--- src/rtl/core/usr_pkg.sv ---
// Shared types, constants and helpers for the UTF-8 sanitizer.
// No dependencies; used by the top level.
package usr_pkg;

  localparam logic [7:0] REPL0 = 8'hEF;
  localparam logic [7:0] REPL1 = 8'hBF;
  localparam logic [7:0] REPL2 = 8'hBD;

  localparam logic [7:0] MASK2 = 8'hE0;
  localparam logic [7:0] MASK3 = 8'hF0;
  localparam logic [7:0] MASK4 = 8'hF8;
  localparam logic [7:0] LEAD2 = 8'hC0;
  localparam logic [7:0] LEAD3 = 8'hE0;
  localparam logic [7:0] LEAD4 = 8'hF0;
  localparam logic [7:0] CONT_MASK = 8'hC0;
  localparam logic [7:0] CONT_VAL  = 8'h80;

  localparam int HELD_DEPTH = 3;
  localparam int SLOTS      = 4;

  // One item's output: up to four units, each a literal byte or a replacement triple
  typedef struct packed {
    logic [SLOTS-1:0]      rep;
    logic [SLOTS-1:0][7:0] lit;
    logic [2:0]            n;
    logic                  last_in;
  } job_t;

  // Announced sequence length: 1 for ASCII, 2..4 for leads, 0 for invalid
  function automatic logic [2:0] lead_len(input logic [7:0] b);
    logic [2:0] len;
    len = 3'd0;
    if (!b[7])                    len = 3'd1;
    else if ((b & MASK2) == LEAD2) len = 3'd2;
    else if ((b & MASK3) == LEAD3) len = 3'd3;
    else if ((b & MASK4) == LEAD4) len = 3'd4;
    return len;
  endfunction

endpackage

--- src/rtl/core/usr_if.sv ---
// Valid/ready channel interfaces for the UTF-8 sanitizer.
// Standalone; carries the raw byte in and the sanitized byte out.
interface usr_in_if;
  logic       valid;
  logic       ready;
  logic [7:0] in_byte;
  logic       stream_end;

  modport source (output valid, output in_byte, output stream_end, input ready);
  modport sink   (input valid, input in_byte, input stream_end, output ready);
endinterface

interface usr_out_if;
  logic       valid;
  logic       ready;
  logic [7:0] out_byte;
  logic       run_last;
  logic       stream_last;

  modport source (output valid, output out_byte, output run_last, output stream_last,
                  input ready);
  modport sink   (input valid, input out_byte, input run_last, input stream_last,
                  output ready);
endinterface

--- src/rtl/core/utf8_sanitize_replace_invalid_unit.sv ---
// UTF-8 sanitizer: one raw byte per item in, one sanitized byte out per ready cycle.
// Depends on usr_pkg and the channel interfaces in usr_if.sv.
//
// An item is taken every cycle as long as each item yields at most one output byte
// and the sink keeps up. An item that yields k bytes (a completed sequence of up to
// four bytes, or up to four EF BF BD replacements, the last may be a literal byte,
// at most 12 bytes) holds the output port until all k are emitted, as the port
// sends one byte per cycle while the sink is ready. Sequence state is updated when
// an item is accepted; its output plan then sits in a one-entry holding register
// ahead of the output register, so the next item is taken while the current plan
// is still being emitted. Items that only extend a held sequence produce no output.
module utf8_sanitize_replace_invalid_unit (
  input  logic            clk,
  input  logic            rst_n,
  usr_in_if.sink          in_ch,
  usr_out_if.source       out_ch
);

  // sequence state
  logic [usr_pkg::HELD_DEPTH-1:0][7:0] held_r, held_nxt;
  logic [1:0] held_count_r, held_count_nxt;
  logic [2:0] seq_len_r, seq_len_nxt;

  // plan holding stage and output stage
  usr_pkg::job_t job_nxt, a_job_r, b_job_r;
  logic a_valid_r, b_valid_r;
  logic [1:0] b_slot_r, b_sub_r;

  logic in_fire, out_fire, slot_done, job_done, a_to_b;
  logic is_cont, do_fresh, is_end;
  logic [1:0] cnt, fs;
  logic [2:0] llen;
  logic [7:0] b;
  logic [7:0] cur_byte;

  // holding stage frees up in the same cycle its plan moves to the output stage
  assign in_ch.ready = !a_valid_r || a_to_b;
  assign in_fire     = in_ch.valid && in_ch.ready;
  assign b           = in_ch.in_byte;
  assign is_end      = in_ch.stream_end;
  assign is_cont     = (b & usr_pkg::CONT_MASK) == usr_pkg::CONT_VAL;
  assign llen        = usr_pkg::lead_len(b);
  assign cnt         = held_count_r;

  // Plan and next sequence state for the byte on the input
  always_comb begin
    job_nxt        = '0;
    job_nxt.last_in = is_end;
    held_nxt       = held_r;
    held_count_nxt = held_count_r;
    seq_len_nxt    = seq_len_r;
    do_fresh       = 1'b0;
    fs             = 2'd0;
    if (cnt == 2'd0) begin
      do_fresh = 1'b1;
    end else if (is_cont) begin
      if ({1'b0, cnt} + 3'd1 == seq_len_r) begin
        for (int i = 0; i < usr_pkg::HELD_DEPTH; i++) begin
          if (i < cnt) job_nxt.lit[i] = held_r[i];
        end
        job_nxt.lit[cnt] = b;
        job_nxt.n        = {1'b0, cnt} + 3'd1;
        held_count_nxt   = 2'd0;
        seq_len_nxt      = 3'd0;
      end else if (is_end || cnt == 2'd3) begin
        for (int i = 0; i < usr_pkg::SLOTS; i++) begin
          if (i <= cnt) job_nxt.rep[i] = 1'b1;
        end
        job_nxt.n      = {1'b0, cnt} + 3'd1;
        held_count_nxt = 2'd0;
        seq_len_nxt    = 3'd0;
      end else begin
        held_nxt[cnt]  = b;
        held_count_nxt = cnt + 2'd1;
      end
    end else begin
      // sequence broken: every held byte is replaced, then the byte starts over
      for (int i = 0; i < usr_pkg::HELD_DEPTH; i++) begin
        if (i < cnt) job_nxt.rep[i] = 1'b1;
      end
      job_nxt.n      = {1'b0, cnt};
      held_count_nxt = 2'd0;
      seq_len_nxt    = 3'd0;
      do_fresh       = 1'b1;
      fs             = cnt;
    end

    if (do_fresh) begin
      if (llen == 3'd1) begin
        job_nxt.lit[fs] = b;
        job_nxt.n       = {1'b0, fs} + 3'd1;
      end else if (llen == 3'd0 || is_end) begin
        job_nxt.rep[fs] = 1'b1;
        job_nxt.n       = {1'b0, fs} + 3'd1;
      end else begin
        held_nxt[0]    = b;
        held_count_nxt = 2'd1;
        seq_len_nxt    = llen;
      end
    end
  end

  // Output stage: walk the units of the plan, three bytes for a replacement
  always_comb begin
    case (b_sub_r)
      2'd0:    cur_byte = b_job_r.rep[b_slot_r] ? usr_pkg::REPL0 : b_job_r.lit[b_slot_r];
      2'd1:    cur_byte = usr_pkg::REPL1;
      2'd2:    cur_byte = usr_pkg::REPL2;
      default: cur_byte = usr_pkg::REPL2;
    endcase
  end

  assign slot_done = !b_job_r.rep[b_slot_r] || b_sub_r == 2'd2;
  assign job_done  = slot_done && ({1'b0, b_slot_r} + 3'd1 == b_job_r.n);
  assign out_fire  = out_ch.valid && out_ch.ready;
  assign a_to_b    = a_valid_r && (!b_valid_r || (out_fire && job_done));

  assign out_ch.valid       = b_valid_r;
  assign out_ch.out_byte    = cur_byte;
  assign out_ch.run_last    = job_done;
  assign out_ch.stream_last = job_done && b_job_r.last_in;

  always_ff @(posedge clk) begin
    if (!rst_n) begin
      held_count_r <= 2'd0;
      seq_len_r    <= 3'd0;
      a_valid_r    <= 1'b0;
      b_valid_r    <= 1'b0;
      b_slot_r     <= 2'd0;
      b_sub_r      <= 2'd0;
    end else begin
      if (in_fire) begin
        held_count_r <= held_count_nxt;
        seq_len_r    <= seq_len_nxt;
      end
      if (a_to_b) begin
        a_valid_r <= 1'b0;
      end
      // items that only extend a held sequence produce nothing to emit
      if (in_fire && job_nxt.n != 3'd0) begin
        a_valid_r <= 1'b1;
      end
      if (a_to_b) begin
        b_valid_r <= 1'b1;
        b_slot_r  <= 2'd0;
        b_sub_r   <= 2'd0;
      end else if (out_fire) begin
        if (job_done) begin
          b_valid_r <= 1'b0;
          b_slot_r  <= 2'd0;
          b_sub_r   <= 2'd0;
        end else if (slot_done) begin
          b_slot_r <= b_slot_r + 2'd1;
          b_sub_r  <= 2'd0;
        end else begin
          b_sub_r <= b_sub_r + 2'd1;
        end
      end
    end
  end

  always_ff @(posedge clk) begin
    if (in_fire) begin
      held_r  <= held_nxt;
      a_job_r <= job_nxt;
    end
    if (a_to_b) begin
      b_job_r <= a_job_r;
    end
  end

  a_held_len: assert property (@(posedge clk) disable iff (!rst_n)
    held_count_r != 2'd0 |-> seq_len_r > {1'b0, held_count_r})
    else $error("held count not below announced sequence length");

  a_slot_range: assert property (@(posedge clk) disable iff (!rst_n)
    b_valid_r |-> ({1'b0, b_slot_r} < b_job_r.n))
    else $error("output unit index past end of plan");

  a_sub_literal: assert property (@(posedge clk) disable iff (!rst_n)
    b_valid_r && !b_job_r.rep[b_slot_r] |-> b_sub_r == 2'd0)
    else $error("byte counter advanced inside a literal unit");

  a_no_empty_plan: assert property (@(posedge clk) disable iff (!rst_n)
    a_valid_r |-> a_job_r.n != 3'd0)
    else $error("empty plan held for output");

endmodule
--- src/flat_wrapper.sv ---
// flat-port wrapper written by rule: the top's interface ports become plain ports
module utf8_sanitize_replace_invalid_unit_flat 
  (clk, rst_n, in_ch_valid, in_ch_in_byte, in_ch_stream_end, in_ch_ready, out_ch_valid, out_ch_out_byte, out_ch_run_last, out_ch_stream_last, out_ch_ready);
  usr_in_if in_ch_i ();
  usr_out_if out_ch_i ();
  input  logic clk;
  input  logic rst_n;
  input wire logic [$bits(in_ch_i.valid)-1:0] in_ch_valid;
  input wire logic [$bits(in_ch_i.in_byte)-1:0] in_ch_in_byte;
  input wire logic [$bits(in_ch_i.stream_end)-1:0] in_ch_stream_end;
  output wire logic [$bits(in_ch_i.ready)-1:0] in_ch_ready;
  output wire logic [$bits(out_ch_i.valid)-1:0] out_ch_valid;
  output wire logic [$bits(out_ch_i.out_byte)-1:0] out_ch_out_byte;
  output wire logic [$bits(out_ch_i.run_last)-1:0] out_ch_run_last;
  output wire logic [$bits(out_ch_i.stream_last)-1:0] out_ch_stream_last;
  input wire logic [$bits(out_ch_i.ready)-1:0] out_ch_ready;
  assign in_ch_i.valid = in_ch_valid;
  assign in_ch_i.in_byte = in_ch_in_byte;
  assign in_ch_i.stream_end = in_ch_stream_end;
  assign in_ch_ready = in_ch_i.ready;
  assign out_ch_valid = out_ch_i.valid;
  assign out_ch_out_byte = out_ch_i.out_byte;
  assign out_ch_run_last = out_ch_i.run_last;
  assign out_ch_stream_last = out_ch_i.stream_last;
  assign out_ch_i.ready = out_ch_ready;
  utf8_sanitize_replace_invalid_unit u_core (.clk(clk), .rst_n(rst_n), .in_ch(in_ch_i), .out_ch(out_ch_i));
endmodule
--- config.mk ---
export PLATFORM = sky130hd
export DESIGN_NAME = utf8_sanitize_replace_invalid_unit_flat
export DESIGN_NICKNAME = d
export VERILOG_FILES = /design/src/rtl/core/usr_pkg.sv /design/src/rtl/core/usr_if.sv /design/src/rtl/core/utf8_sanitize_replace_invalid_unit.sv /design/src/flat_wrapper.sv
export SDC_FILE = /design/constraint.sdc
export NUM_CORES = 1
export LEC_CHECK = 0
export BUFFER_PORTS_ARGS = -buffer_cell sky130_fd_sc_hd__buf_4
export CAP_MARGIN = 20
export CORE_MARGIN = 10
export CORE_UTILIZATION = 52
export CTS_CLUSTER_SIZE = 28
export DETAILED_ROUTE_END_ITERATION = 10
export HOLD_SLACK_MARGIN = 0.1
export PLACE_DENSITY = 0.73
export SYNTH_ARGS = -nofsm -noshare
export SYNTH_HDL_FRONTEND = slang
export SYNTH_SLANG_ARGS = --single-unit
--- constraint.sdc ---
create_clock -name clk -period 5.79 [get_ports clk]
set_input_delay 0 -clock clk [delete_from_list [all_inputs] [get_ports clk]]
set_output_delay 0 -clock clk [all_outputs]
set_load 0.05 [all_outputs]
==> summary.txt, run 1 <==
Global route
  – Met2 track utilization from global routing: 0.211
  – Overflow left after global routing: 0
  – Met1 Use GR: 0.184
  – Busiest grt layer: met2
  – Gr usage total: 0.142
  – Pin count of the biggest net entering global routing: 50
  – Number of antenna violations at the first check in global routing: 0
  – Via count of the first global-routing pass: ~2900
  – GR Layer Usage met3: 0.0474
  – First-pass GRT wire length: 14.8 mm

Critical path
  – Critical Path Fanout Max: 49
  – Nature of the critical path startpoint: register
  – Endpoint type of the worst setup path: register
  – Critical setup path kind: reg2reg
  – Arrival time worst endpoint: 3.54 ns
  – Required time at the endpoint of the critical path: 5.92 ns

Drt
  – Total DRC errors in the routed layout: 0
  – Number of nets with antenna violations after routing: 0
  – Average vias per placed instance: 5.59
  – Drt first pass iters: 4
  – Aggregate routed wire length: 8.99 mm
  – Detail-routed net length per standard cell: ~18 um
  – DR iter-0 viols: 230
  – Via count of the routed design: 2823

Clock tree
  – Total clock sinks: 115
  – CTS tree: yes
  – Number of buffers added by the clock tree synthesis step: 17
  – Depth of the CTS H-tree: 4
  – Clk slew on worst S/H paths: 0.06 ns
  – Cell chosen for the clock root: sky130_fd_sc_hd__clkbuf_8
  – Maximum number of buffers from clock root to sink: 2
  – Postcts setup bufs: 0
  – Worst skew pair latency: 0.52 ns

Floorplan
  – Total Die Area: 13700 um^2
  – Die span in y: 117 um
  – Area of the core: slightly above 9000 um^2
  – I/O pin count: 25
  – Effective utilization at floorplan: 0.533
  – Row cnt: 35
  – Die width: 117 um

Place
  – Port Buffer Count: 24
  – Cell area reported after detailed placement: between 5000 and 6000 um^2
  – Post-Place Cells: 460
  – Weighted congestion reported at the end of routability-driven placement: ~0.91
  – Post-DP HPWL: 6.17 mm

STA
  – Number of endpoints with negative hold slack in the final report: 0
  – Share of the cycle needed by the critical path after routing: 0.590
  – Total negative setup slack: 0 ns
  – Transition at the pin with the smallest max-transition slack: between 1 and 1.5 ns
  – Worst clock skew: 0.00961 ns
  – Setup repair after global routing missed its margin: false
  – Final setup violating endpoints: 0
  – Top achievable clock speed: roughly 300 MHz
  – Final hold slack: around 0.27 ns
  – Relative max-transition margin: 0.302
  – Total count of max-transition violations in the final report: 0
  – Final critical delay including setup and external delays: 3.42 ns

Run status
  – Run status: finished, final reports clean

Synth
  – Largest cells by area after synthesis: sky130_fd_sc_hd__edfxtp_1 (64%), sky130_fd_sc_hd__dfxtp_1 (4.5%), sky130_fd_sc_hd__a22o_1 (4.1%), sky130_fd_sc_hd__mux4_2 (3.7%), sky130_fd_sc_hd__ha_1 (3.3%)
  – Synthesized net count: between 300 and 400
  – Post-synth top area cell: sky130_fd_sc_hd__edfxtp_1
  – Most common cell in the netlist: sky130_fd_sc_hd__edfxtp_1
  – Cell types with the highest counts after synthesis: sky130_fd_sc_hd__edfxtp_1 (104), sky130_fd_sc_hd__nand2_1 (31), sky130_fd_sc_hd__a22o_1 (23), sky130_fd_sc_hd__nor2_1 (16)
  – Avg Cell Area, Syn: roughly 15 um^2
  – Fraction of synthesis flops using an asynchronous set or reset pin: 0
  – Syn. warnings: 0
  – Leading register cell type out of synthesis: sky130_fd_sc_hd__edfxtp_1
  – Synth Cell Area: about 4900 um^2
  – Yosys top cell area share: 0.638
  – Seq cells post-synth: 115
  – Post-synthesis cell type count: 50
  – Number of enable flip-flop cells after synthesis: 104
  – Sequential cell area fraction in the yosys report: 0.683
  – Gate count of the mapped netlist: 334

Power
  – Total power density per cell area: 349 nW/um^2
  – IR Drop Worst-Case VDD: between 200 and 250 uV
  – Static Leak: 0.00216 uW

Final layout
  – Post-route cell area: 5880 um^2
  – Footprint of the multi-input gates: between 1000 and 1500 um^2
  – Share of post-route cells with drive strength above 1: 0.193
  – Synthesis-to-finish area growth: 20.1%
  – Final-layout fill cell count: 667
  – Sequential cell area: approximately 3300 um^2
  – Number of nets in the finished design: a little over 400
  – N_diodes: 0
  – Non-filler cells, final: 505

Min path
  – Tightest Hold Check Type: in2reg

Run
  – Reported max-cap violation count: 0
## flip-flops by register name (all words and copies together) (netlist names)
| name | flops |
|---|---|
| u_core.seq_len_r | 3 |
| u_core.b_job_r | 40 |
| u_core.a_job_r | 40 |
| u_core.held_r | 24 |
| u_core.out_ch.valid | 1 |
| u_core.a_valid_r | 1 |
| u_core.b_sub_r | 2 |
| u_core.cnt | 2 |
| u_core.b_slot_r | 2 |
## layout make-up
| type | instances | area share |
|---|---|---|
| clock buffers | 17 | 0.0704 |
| well taps | 111 | 0.0236 |
| repair buffers | 37 | 0.0528 |
| clock inverters | 15 | 0.0251 |
| inverters | 10 | 0.00638 |
| flip-flops and latches | 115 | 0.569 |
| multi-input cells | 200 | 0.253 |
## metal layers
layer	vias up	wire [um]
met3	13	486
met1	1345	4140
li1	1375	-
met2	90	4240
met4	0	125
met5	-	0
## what timing repair did
action / in CTS / in global routing
hold endpoints to repair: 66 / 0
hold buffers: 13 / 0
gates resized for setup: 0 / 0
## through the flow
step           power [uW]  utilization  setup WS, ns
4_1_cts              2070        0.639          2.31
2_1_floorplan        1050            -          2.47
5_1_grt              2130        0.639          2.03
3_3_place_gp         1090        0.564          2.49
3_5_place_dp         1100        0.564          2.34
6_report             2050        0.639          2.37
## kinds of logic after synthesis
logic type / count (synthesis) / synth area share
adder cells (fa/ha/maj): 13 / 0.0332
flip-flops: 115 / 0.683
AO/OA/AOI/OAI: 63 / 0.0963
XOR/XNOR: 6 / 0.0107
multiplexers: 12 / 0.0452
AND/OR/NAND/NOR: 106 / 0.117
buffers and inverters: 19 / 0.0153
## where the power goes
| group | switching (uW) | internal [uW] |
|---|---|---|
| logic | 79.5 | 44.3 |
| registers | 14.1 | 947 |
| clock network | 390 | 579 |
| total | 484 | 1570 |
## layout by cell type (no fill, tap or decap), types with 4 or more instances in the layout
| cell type | count |
|---|---|
| sky130_fd_sc_hd__buf_4 | 24 |
| sky130_fd_sc_hd__nor2_1 | 15 |
| sky130_fd_sc_hd__nand2_1 | 31 |
| sky130_fd_sc_hd__clkinv_4 | 4 |
| sky130_fd_sc_hd__nand2b_1 | 13 |
| sky130_fd_sc_hd__and3_1 | 8 |
| sky130_fd_sc_hd__dlygate4sd3_1 | 13 |
| sky130_fd_sc_hd__and2_1 | 4 |
| sky130_fd_sc_hd__nor2b_1 | 12 |
| sky130_fd_sc_hd__o21ai_0 | 10 |
| sky130_fd_sc_hd__a21oi_1 | 9 |
| sky130_fd_sc_hd__mux4_2 | 8 |
| sky130_fd_sc_hd__edfxtp_1 | 104 |
| sky130_fd_sc_hd__inv_6 | 4 |
| sky130_fd_sc_hd__dfxtp_1 | 11 |
| sky130_fd_sc_hd__a22o_1 | 23 |
| sky130_fd_sc_hd__clkbuf_16 | 16 |
| sky130_fd_sc_hd__inv_1 | 10 |
| sky130_fd_sc_hd__ha_1 | 13 |
## worst paths after layout
check	cells past startpoint	end	start	slack [ns]
max	5	u_core.a_job_r[16]	u_core.b_slot_r[0]	2.37
min	2	u_core.held_r[16]	in_ch_in_byte[0]	0.27
max reg2reg	5	u_core.a_job_r[16]	u_core.b_slot_r[0]	2.37
min reg2reg	0	u_core.b_job_r[2]	u_core.a_job_r[2]	0.41
## critical path, stage by stage, from the launching register on
cell	delay [ns]
sky130_fd_sc_hd__dfxtp_1	0.82
sky130_fd_sc_hd__ha_1	0.37
sky130_fd_sc_hd__xor2_1	0.16
sky130_fd_sc_hd__nor3_2	0.26
sky130_fd_sc_hd__a311o_1	0.48
sky130_fd_sc_hd__and2_2	0.93
Note: power is estimated with default switching activity, not from simulation.
==> inputs of run 2 (changes only) <==
==> constraint.sdc (replaced) <==
create_clock -name clk -period 3.2 [get_ports clk]
set_input_delay 0 -clock clk [delete_from_list [all_inputs] [get_ports clk]]
set_output_delay 0 -clock clk [all_outputs]
set_load 0.05 [all_outputs]
==> run 2 against run 1 <==
Critical path type unchanged. Fmax is 14% higher. Non-clock buffer count is 6 higher. Count of clock-buffer cells in the layout is 2 higher. Clock skew is 0.00079 ns higher. Total power is 88% higher. First-iteration DRC count is 4.3% higher.
==> summary.txt, run 2 (synthesis gave the netlist of run 1 again) <==
STA
  – Setup repair after global routing missed its margin: false (unchanged)
  – Number of endpoints with negative hold slack in the final report: 0 (unchanged)
  – Share of the cycle needed by the critical path after routing: 0.939 (was 0.590)
  – Relative max-transition margin: 0.536 (was 0.302)
  – Worst clock skew: 0.0104 ns (was 0.00961 ns)
  – Final setup violating endpoints: 0 (unchanged)
  – Total negative setup slack: 0 ns (unchanged)
  – Top achievable clock speed: 333 MHz (was 293 MHz)
  – Transition at the pin with the smallest max-transition slack: 0.694 ns (was 1.05 ns)
  – Final setup margin: 0.196 ns (was 2.37 ns)
  – Total count of max-transition violations in the final report: 0 (unchanged)
  – Final critical delay including setup and external delays: 3.00 ns (was 3.42 ns)

Place
  – Weighted congestion reported at the end of routability-driven placement: 0.920 (was 0.915)
  – Post-placement worst setup slack: 0.498 ns (was 2.34 ns)
  – Port Buffer Count: 24 (unchanged)
  – Cell area reported after detailed placement: 5240 um^2 (was 5190 um^2)
  – Post-DP HPWL: 6.48 mm (was 6.17 mm)

Run
  – Reported max-cap violation count: 0 (unchanged)

Min path
  – Tightest Hold Check Type: in2reg (unchanged)
  – Cell count of the worst hold path: 2 (unchanged)

Global route
  – Via count of the first global-routing pass: 2989 (was 2857)
  – Pin count of the biggest net entering global routing: 41 (was 50)
  – First-pass GRT wire length: 15.3 mm (was 14.8 mm)
  – Gr usage total: 0.149 (was 0.142)
  – Number of antenna violations at the first check in global routing: 0 (unchanged)
  – Overflow left after global routing: 0 (unchanged)

Critical path
  – Endpoint type of the worst setup path: register (unchanged)
  – Arrival time worst endpoint: 3.40 ns (was 3.54 ns)
  – FF-to-FF setup slack: 0.20 ns (was 2.37 ns)
  – Nature of the critical path startpoint: register (unchanged)
  – Required time at the endpoint of the critical path: 3.60 ns (was 5.92 ns)
  – Critical setup path kind: reg2reg (unchanged)
  – Critical Path Fanout Max: 11 (was 49)
  – Cell depth of the worst flop-to-flop path: 10 (was 5)

Clock tree
  – Maximum number of buffers from clock root to sink: 2 (unchanged)
  – CTS tree: yes (unchanged)
  – Worst skew pair latency: 0.51 ns (was 0.52 ns)
  – Total clock sinks: 115 (unchanged)
  – Cell chosen for the clock root: sky130_fd_sc_hd__clkbuf_8 (unchanged)
  – Clk slew on worst S/H paths: 0.06 ns (about the same)
  – Number of buffers added by the clock tree synthesis step: 17 (unchanged)
  – PostCTS Resize Cnt: 0 (unchanged)
  – Depth of the CTS H-tree: 4 (unchanged)

Floorplan
  – I/O pin count: 25 (unchanged)
  – Row cnt: 35 (unchanged)
  – Total Die Area: 13700 um^2 (unchanged)
  – Die width: 117 um (unchanged)
  – Die span in y: 117 um (unchanged)
  – Area of the core: 9200 um^2 (unchanged)
  – Effective utilization at floorplan: 0.533 (unchanged)

Run status
  – Run status: finished, final reports clean (unchanged)

Power
  – Total power after layout: 3870 uW (was 2050 uW)
  – Internal power summed over all cells: 3060 uW (was 1570 uW)
  – Combinational fraction of design power: 0.061 (was 0.060)
  – IR Drop Worst-Case VDD: 339 uV (was 241 uV)
  – Reported net switching power: 807 uW (was 484 uW)
  – Proportion of power drawn by flip-flops and latches: 0.449 (was 0.468)
  – Clock power frac: 0.490 (was 0.472)
  – Total power density per cell area: 646 nW/um^2 (was 349 nW/um^2)
  – Static Leak: 0.00221 uW (was 0.00216 uW)
  – Proportion of total power due to net switching: 0.209 (was 0.235)

Drt
  – Via count of the routed design: 2908 (was 2823)
  – Number of nets with antenna violations after routing: 0 (unchanged)
  – Aggregate routed wire length: 9.41 mm (was 8.99 mm)
  – Average vias per placed instance: 5.69 (was 5.59)
  – Drt first pass iters: 4 (unchanged)
  – Total DRC errors in the routed layout: 0 (unchanged)
  – DR iter-0 viols: 240 (was 230)
  – Detail-routed net length per standard cell: 18.4 um (was 17.8 um)

Final layout
  – Leading cell types in the layout, fill and taps excluded: sky130_fd_sc_hd__edfxtp_1 (104), sky130_fd_sc_hd__nand2_1 (31), sky130_fd_sc_hd__buf_4 (28), sky130_fd_sc_hd__a22o_1 (23), sky130_fd_sc_hd__clkbuf_16 (16) (was sky130_fd_sc_hd__edfxtp_1 (104), sky130_fd_sc_hd__nand2_1 (31), sky130_fd_sc_hd__buf_4 (24), sky130_fd_sc_hd__a22o_1 (23), sky130_fd_sc_hd__clkbuf_16 (16))
  – Post-route cell area: 5990 um^2 (was 5880 um^2)
  – Largest registers ranked by flip-flop count: u_core.a_job_r x40, u_core.b_job_r x40, u_core.held_r x24 (unchanged)
  – N_diodes: 0 (unchanged)
  – Number of nets in the finished design: 413 (was 407)
  – Synthesis-to-finish area growth: 22.2% (was 20.1%)
  – Most common library cell in the layout ignoring fill and taps: sky130_fd_sc_hd__edfxtp_1 (unchanged)
  – Fraction of the core area covered by cells at the end of the flow: 0.651 (was 0.639)
  – Share of post-route cells with drive strength above 1: 0.198 (was 0.193)
## run 2: changes by cell type in the layout (fill, tap and decap cells not counted), moves of 2 or more
cell / previous run / this run
sky130_fd_sc_hd__clkbuf_1: 0 / 2
sky130_fd_sc_hd__inv_6: 4 / 0
sky130_fd_sc_hd__inv_8: 2 / 0
sky130_fd_sc_hd__bufinv_16: 1 / 4
sky130_fd_sc_hd__buf_4: 24 / 28
## run 2: worst paths after layout
| kind | start | end |
|---|---|---|
| min | in_ch_in_byte[1] | u_core.held_r[9] |
| max reg2reg | u_core.cnt[1] | u_core.a_valid_r |
| min reg2reg | u_core.a_job_r[32] | u_core.b_job_r[32] |
| max | u_core.cnt[1] | u_core.a_valid_r |
## run 2: routing by layer
metal  up-vias  share of wire  track usage
met1      1408           0.44        0.183
met5         -              0            0
met3        16          0.052       0.0499
met4         0          0.021       0.0626
li1       1393              -            -
met2        91           0.49        0.237
## run 2: power groups by stage
stage | clock network (uW) | logic [uW] | registers, uW
6_report | 1890 | 236 | 1740
5_1_grt | 1990 | 258 | 1740
4_1_cts | 1920 | 238 | 1740
3_5_place_dp | 0 | 222 | 1770
3_3_place_gp | 0 | 218 | 1760
2_1_floorplan | 0 | 141 | 1760
## run 2: repair_timing
item                                   in CTS  in global routing
setup buffers                               0                  0
hold buffers                               14                  0
endpoints found under the hold margin      72                  0
## run 2: layout make-up
cell class                      instances  area, um^2
Clock inverter                         13         185
Timing Repair Buffer                   43         370
Inverter                               10        37.5
Multi-Input combinational cell        200        1490
Tap cell                              111         139
Fill cell                             675        3210
Clock buffer                           19         422
Sequential cell                       115        3340
## run 2: per-stage QoR
| step | hold WS, ns | instances |
|---|---|---|
| 2_1_floorplan | 0.0989 | 334 |
| 3_3_place_gp | 0.234 | 465 |
| 3_5_place_dp | 0.229 | 465 |
| 4_1_cts | 0.239 | 511 |
| 5_1_grt | 0.257 | 511 |
| 6_report | 0.269 | 511 |
## run 2: critical path, cell delays in order, from the launching register on
cell and delay [ns]:
sky130_fd_sc_hd__dfxtp_1 0.47, sky130_fd_sc_hd__inv_1 0.16, sky130_fd_sc_hd__ha_1 0.33, sky130_fd_sc_hd__nor2b_1 0.28
sky130_fd_sc_hd__nand2_1 0.16, sky130_fd_sc_hd__ha_1 0.31, sky130_fd_sc_hd__o211ai_1 0.08, sky130_fd_sc_hd__o221ai_1 0.17
sky130_fd_sc_hd__o31ai_1 0.26, sky130_fd_sc_hd__a21oi_1 0.10, sky130_fd_sc_hd__dlygate4sd3_1 0.57
==> inputs of run 3 (changes only) <==
--- a/config.mk
+++ b/config.mk
@@ -12,7 +12,8 @@
 export CTS_CLUSTER_SIZE = 28
 export DETAILED_ROUTE_END_ITERATION = 10
 export HOLD_SLACK_MARGIN = 0.1
-export PLACE_DENSITY = 0.73
+export PLACE_DENSITY = 0.68
 export SYNTH_ARGS = -nofsm -noshare
 export SYNTH_HDL_FRONTEND = slang
 export SYNTH_SLANG_ARGS = --single-unit
+export TNS_END_PERCENT = 30
==> run 3 against run 2 <==
Wire length is 0.87% higher. Hold slack worse by 0.0055 ns. Register-to-register slack better by 0.47 ns. Global-route usage is 0.33 points higher. Via count is 1.2% lower. Critical path type is now reg2out. Largest power group unchanged.
==> summary.txt, run 3 (synthesis gave the netlist of run 1 again) <==
Critical path
  – FF-to-FF setup slack: 0.67 ns (was 0.20 ns)
  – Critical Path Fanout Max: 14 (was 11)
  – Startpoint of the worst-slack reg-to-reg timing path: u_core.b_slot_r[1] (was u_core.cnt[1])
  – Critical R2R Capture: u_core.held_r[12] (was u_core.a_valid_r)
  – Cell depth of the worst flop-to-flop path: 6 (was 10)
  – Critical setup path kind: reg2out (was reg2reg)
  – Required time at the endpoint of the critical path: 3.20 ns (was 3.60 ns)
  – Nature of the critical path startpoint: register (unchanged)
  – Arrival time worst endpoint: 2.55 ns (was 3.40 ns)
  – Endpoint type of the worst setup path: output pin (was register)

Drt
  – Number of nets with antenna violations after routing: 0 (unchanged)
  – Detail-routed net length per standard cell: 18.6 um (was 18.4 um)
  – Average vias per placed instance: 5.62 (was 5.69)
  – Via count of the routed design: 2873 (was 2908)
  – Aggregate routed wire length: 9.49 mm (was 9.41 mm)
  – Drt first pass iters: 5 (was 4)
  – Total DRC errors in the routed layout: 0 (unchanged)
  – DR iter-0 viols: 230 (was 240)

Min path
  – Tightest Hold Check Type: in2reg (unchanged)
  – End point of the most critical hold path: u_core.a_job_r[0] (was u_core.held_r[9])
  – Cell count of the worst hold path: 2 (unchanged)
  – Hold path start: in_ch_stream_end (was in_ch_in_byte[1])

Place
  – Weighted congestion reported at the end of routability-driven placement: 0.919 (was 0.920)
  – Post-DP HPWL: 6.67 mm (was 6.48 mm)
  – Port Buffer Count: 24 (unchanged)

STA
  – Number of endpoints with negative hold slack in the final report: 0 (unchanged)
  – Relative max-transition margin: 0.569 (was 0.536)
  – Setup repair after global routing missed its margin: false (unchanged)
  – Total count of max-transition violations in the final report: 0 (unchanged)
  – Final setup violating endpoints: 0 (unchanged)
  – Share of the cycle needed by the critical path after routing: 0.796 (was 0.939)
  – Final critical delay including setup and external delays: 2.55 ns (was 3.00 ns)
  – Worst clock skew: 0.00736 ns (was 0.0104 ns)
  – Top achievable clock speed: 393 MHz (was 333 MHz)
  – Total negative setup slack: 0 ns (unchanged)
  – Transition at the pin with the smallest max-transition slack: 0.645 ns (was 0.694 ns)

Final layout
  – Most common library cell in the layout ignoring fill and taps: sky130_fd_sc_hd__edfxtp_1 (unchanged)
  – N_diodes: 0 (unchanged)
  – Leading cell types in the layout, fill and taps excluded: sky130_fd_sc_hd__edfxtp_1 (104), sky130_fd_sc_hd__nand2_1 (31), sky130_fd_sc_hd__buf_4 (29), sky130_fd_sc_hd__a22o_1 (23), sky130_fd_sc_hd__clkbuf_16 (16) (was sky130_fd_sc_hd__edfxtp_1 (104), sky130_fd_sc_hd__nand2_1 (31), sky130_fd_sc_hd__buf_4 (28), sky130_fd_sc_hd__a22o_1 (23), sky130_fd_sc_hd__clkbuf_16 (16))
  – Final-layout fill cell count: 652 (was 675)
  – Share of post-route cells with drive strength above 1: 0.205 (was 0.198)
  – Largest registers ranked by flip-flop count: u_core.a_job_r x40, u_core.b_job_r x40, u_core.held_r x24 (unchanged)
  – Synthesis-to-finish area growth: 22.2% (about the same)
  – Footprint of the multi-input gates: 1490 um^2 (unchanged)
  – Number of nets in the finished design: 413 (unchanged)
  – Sequential cell area: 3340 um^2 (unchanged)

Global route
  – Via count of the first global-routing pass: 2930 (was 2989)
  – Met1 Use GR: 0.209 (was 0.183)
  – Number of antenna violations at the first check in global routing: 0 (unchanged)
  – GR Layer Usage met3: 0.0367 (was 0.0499)
  – Busiest grt layer: met2 (unchanged)
  – Gr usage total: 0.152 (was 0.149)
  – First-pass GRT wire length: 15.8 mm (was 15.3 mm)
  – Pin count of the biggest net entering global routing: 50 (was 41)
  – Overflow left after global routing: 0 (unchanged)
  – Met2 track utilization from global routing: 0.231 (was 0.237)

Clock tree
  – Cell chosen for the clock root: sky130_fd_sc_hd__clkbuf_8 (unchanged)
  – Postcts setup bufs: 0 (unchanged)
  – CTS tree: yes (unchanged)
  – Maximum number of buffers from clock root to sink: 2 (unchanged)
  – Depth of the CTS H-tree: 4 (unchanged)
  – Clk slew on worst S/H paths: 0.06 ns (about the same)
  – Number of buffers added by the clock tree synthesis step: 17 (unchanged)
  – Total clock sinks: 115 (unchanged)
  – Worst skew pair latency: 0.51 ns (about the same)

Run
  – Reported max-cap violation count: 0 (unchanged)

Power
  – Total power after layout: 3880 uW (was 3870 uW)
  – IR Drop Worst-Case VDD: 408 uV (was 339 uV)
  – Total power density per cell area: 648 nW/um^2 (was 646 nW/um^2)
  – Static Leak: 0.00222 uW (was 0.00221 uW)

Floorplan
  – Effective utilization at floorplan: 0.533 (unchanged)
  – Die width: 117 um (unchanged)
  – Row cnt: 35 (unchanged)
  – Die span in y: 117 um (unchanged)
  – I/O pin count: 25 (unchanged)
  – Total Die Area: 13700 um^2 (unchanged)
  – Area of the core: 9200 um^2 (unchanged)

Run status
  – Run status: finished, final reports clean (unchanged)
run 3: changes by cell type in the layout (fill, tap and decap cells not counted), sizes merged:
| cell | before | now |
|---|---|---|
| clkbuf | 19 | 17 |
| clkinvlp | 2 | 0 |
| clkinv | 7 | 6 |
| dlygate4sd3 | 14 | 13 |
| buf | 29 | 30 |
| inv | 10 | 16 |
| bufinv | 4 | 3 |
run 3: layout make-up:
type                            instances  area share
Timing Repair Buffer                   43      0.0614
Tap cell                              111      0.0232
Clock buffer                           17      0.0692
Inverter                               10     0.00627
Sequential cell                       115       0.558
Multi-Input combinational cell        200       0.249
Clock inverter                         15      0.0328
run 3: worst max path at each step:
stage | from | endpoint | slack [ns]
2_1_floorplan | u_core.b_slot_r[0] | u_core.a_job_r[0] | 0.02
3_3_place_gp | u_core.b_slot_r[1] | u_core.b_job_r[30] | 0.72
3_5_place_dp | u_core.b_slot_r[1] | u_core.held_r[8] | 0.62
4_1_cts | u_core.b_slot_r[0] | out_ch_out_byte[7] | 0.55
5_1_grt | u_core.b_slot_r[0] | out_ch_out_byte[0] | 0.40
6_report | u_core.b_slot_r[1] | in_ch_ready | 0.65
run 3: critical path, cell delays in order, from the launching register on:
cell and delay (ns):
sky130_fd_sc_hd__dfxtp_1 0.67, sky130_fd_sc_hd__ha_1 0.35, sky130_fd_sc_hd__xor2_1 0.17, sky130_fd_sc_hd__nor3_2 0.06, sky130_fd_sc_hd__a311o_1 0.41, sky130_fd_sc_hd__buf_4 0.19
sky130_fd_sc_hd__buf_4 0.19
run 3: metal layers:
metal / share of wire / vias up
met5: 0 / -
met4: 0.0070 / 0
met3: 0.045 / 7
met2: 0.46 / 69
met1: 0.48 / 1405
li1: - / 1392
run 3: metrics by stage:
step | utilization | instance area (um^2) | hold WS (ns) | std cells | setup WS (ns)
3_3_place_gp | 0.570 | 5250 | 0.230 | 466 | 0.717
5_1_grt | 0.651 | 5990 | 0.254 | 511 | 0.398
6_report | 0.651 | 5990 | 0.263 | 511 | 0.654
2_1_floorplan | - | 4900 | 0.0989 | 334 | 0.0182
3_5_place_dp | 0.570 | 5250 | 0.226 | 466 | 0.617
4_1_cts | 0.651 | 5990 | 0.239 | 511 | 0.547
run 3: timing repair:
action / 4_1_cts / 5_1_grt
gates resized for setup: 0 / 0
hold endpoints to repair: 64 / 0
setup endpoints to repair: 0 / 0
hold buffers: 13 / 0
run 3: power by group:
part / internal [uW] / switching [uW]
Combinational: 87.1 / 150
Clock: 1210 / 695
Sequential: 1710 / 26.1
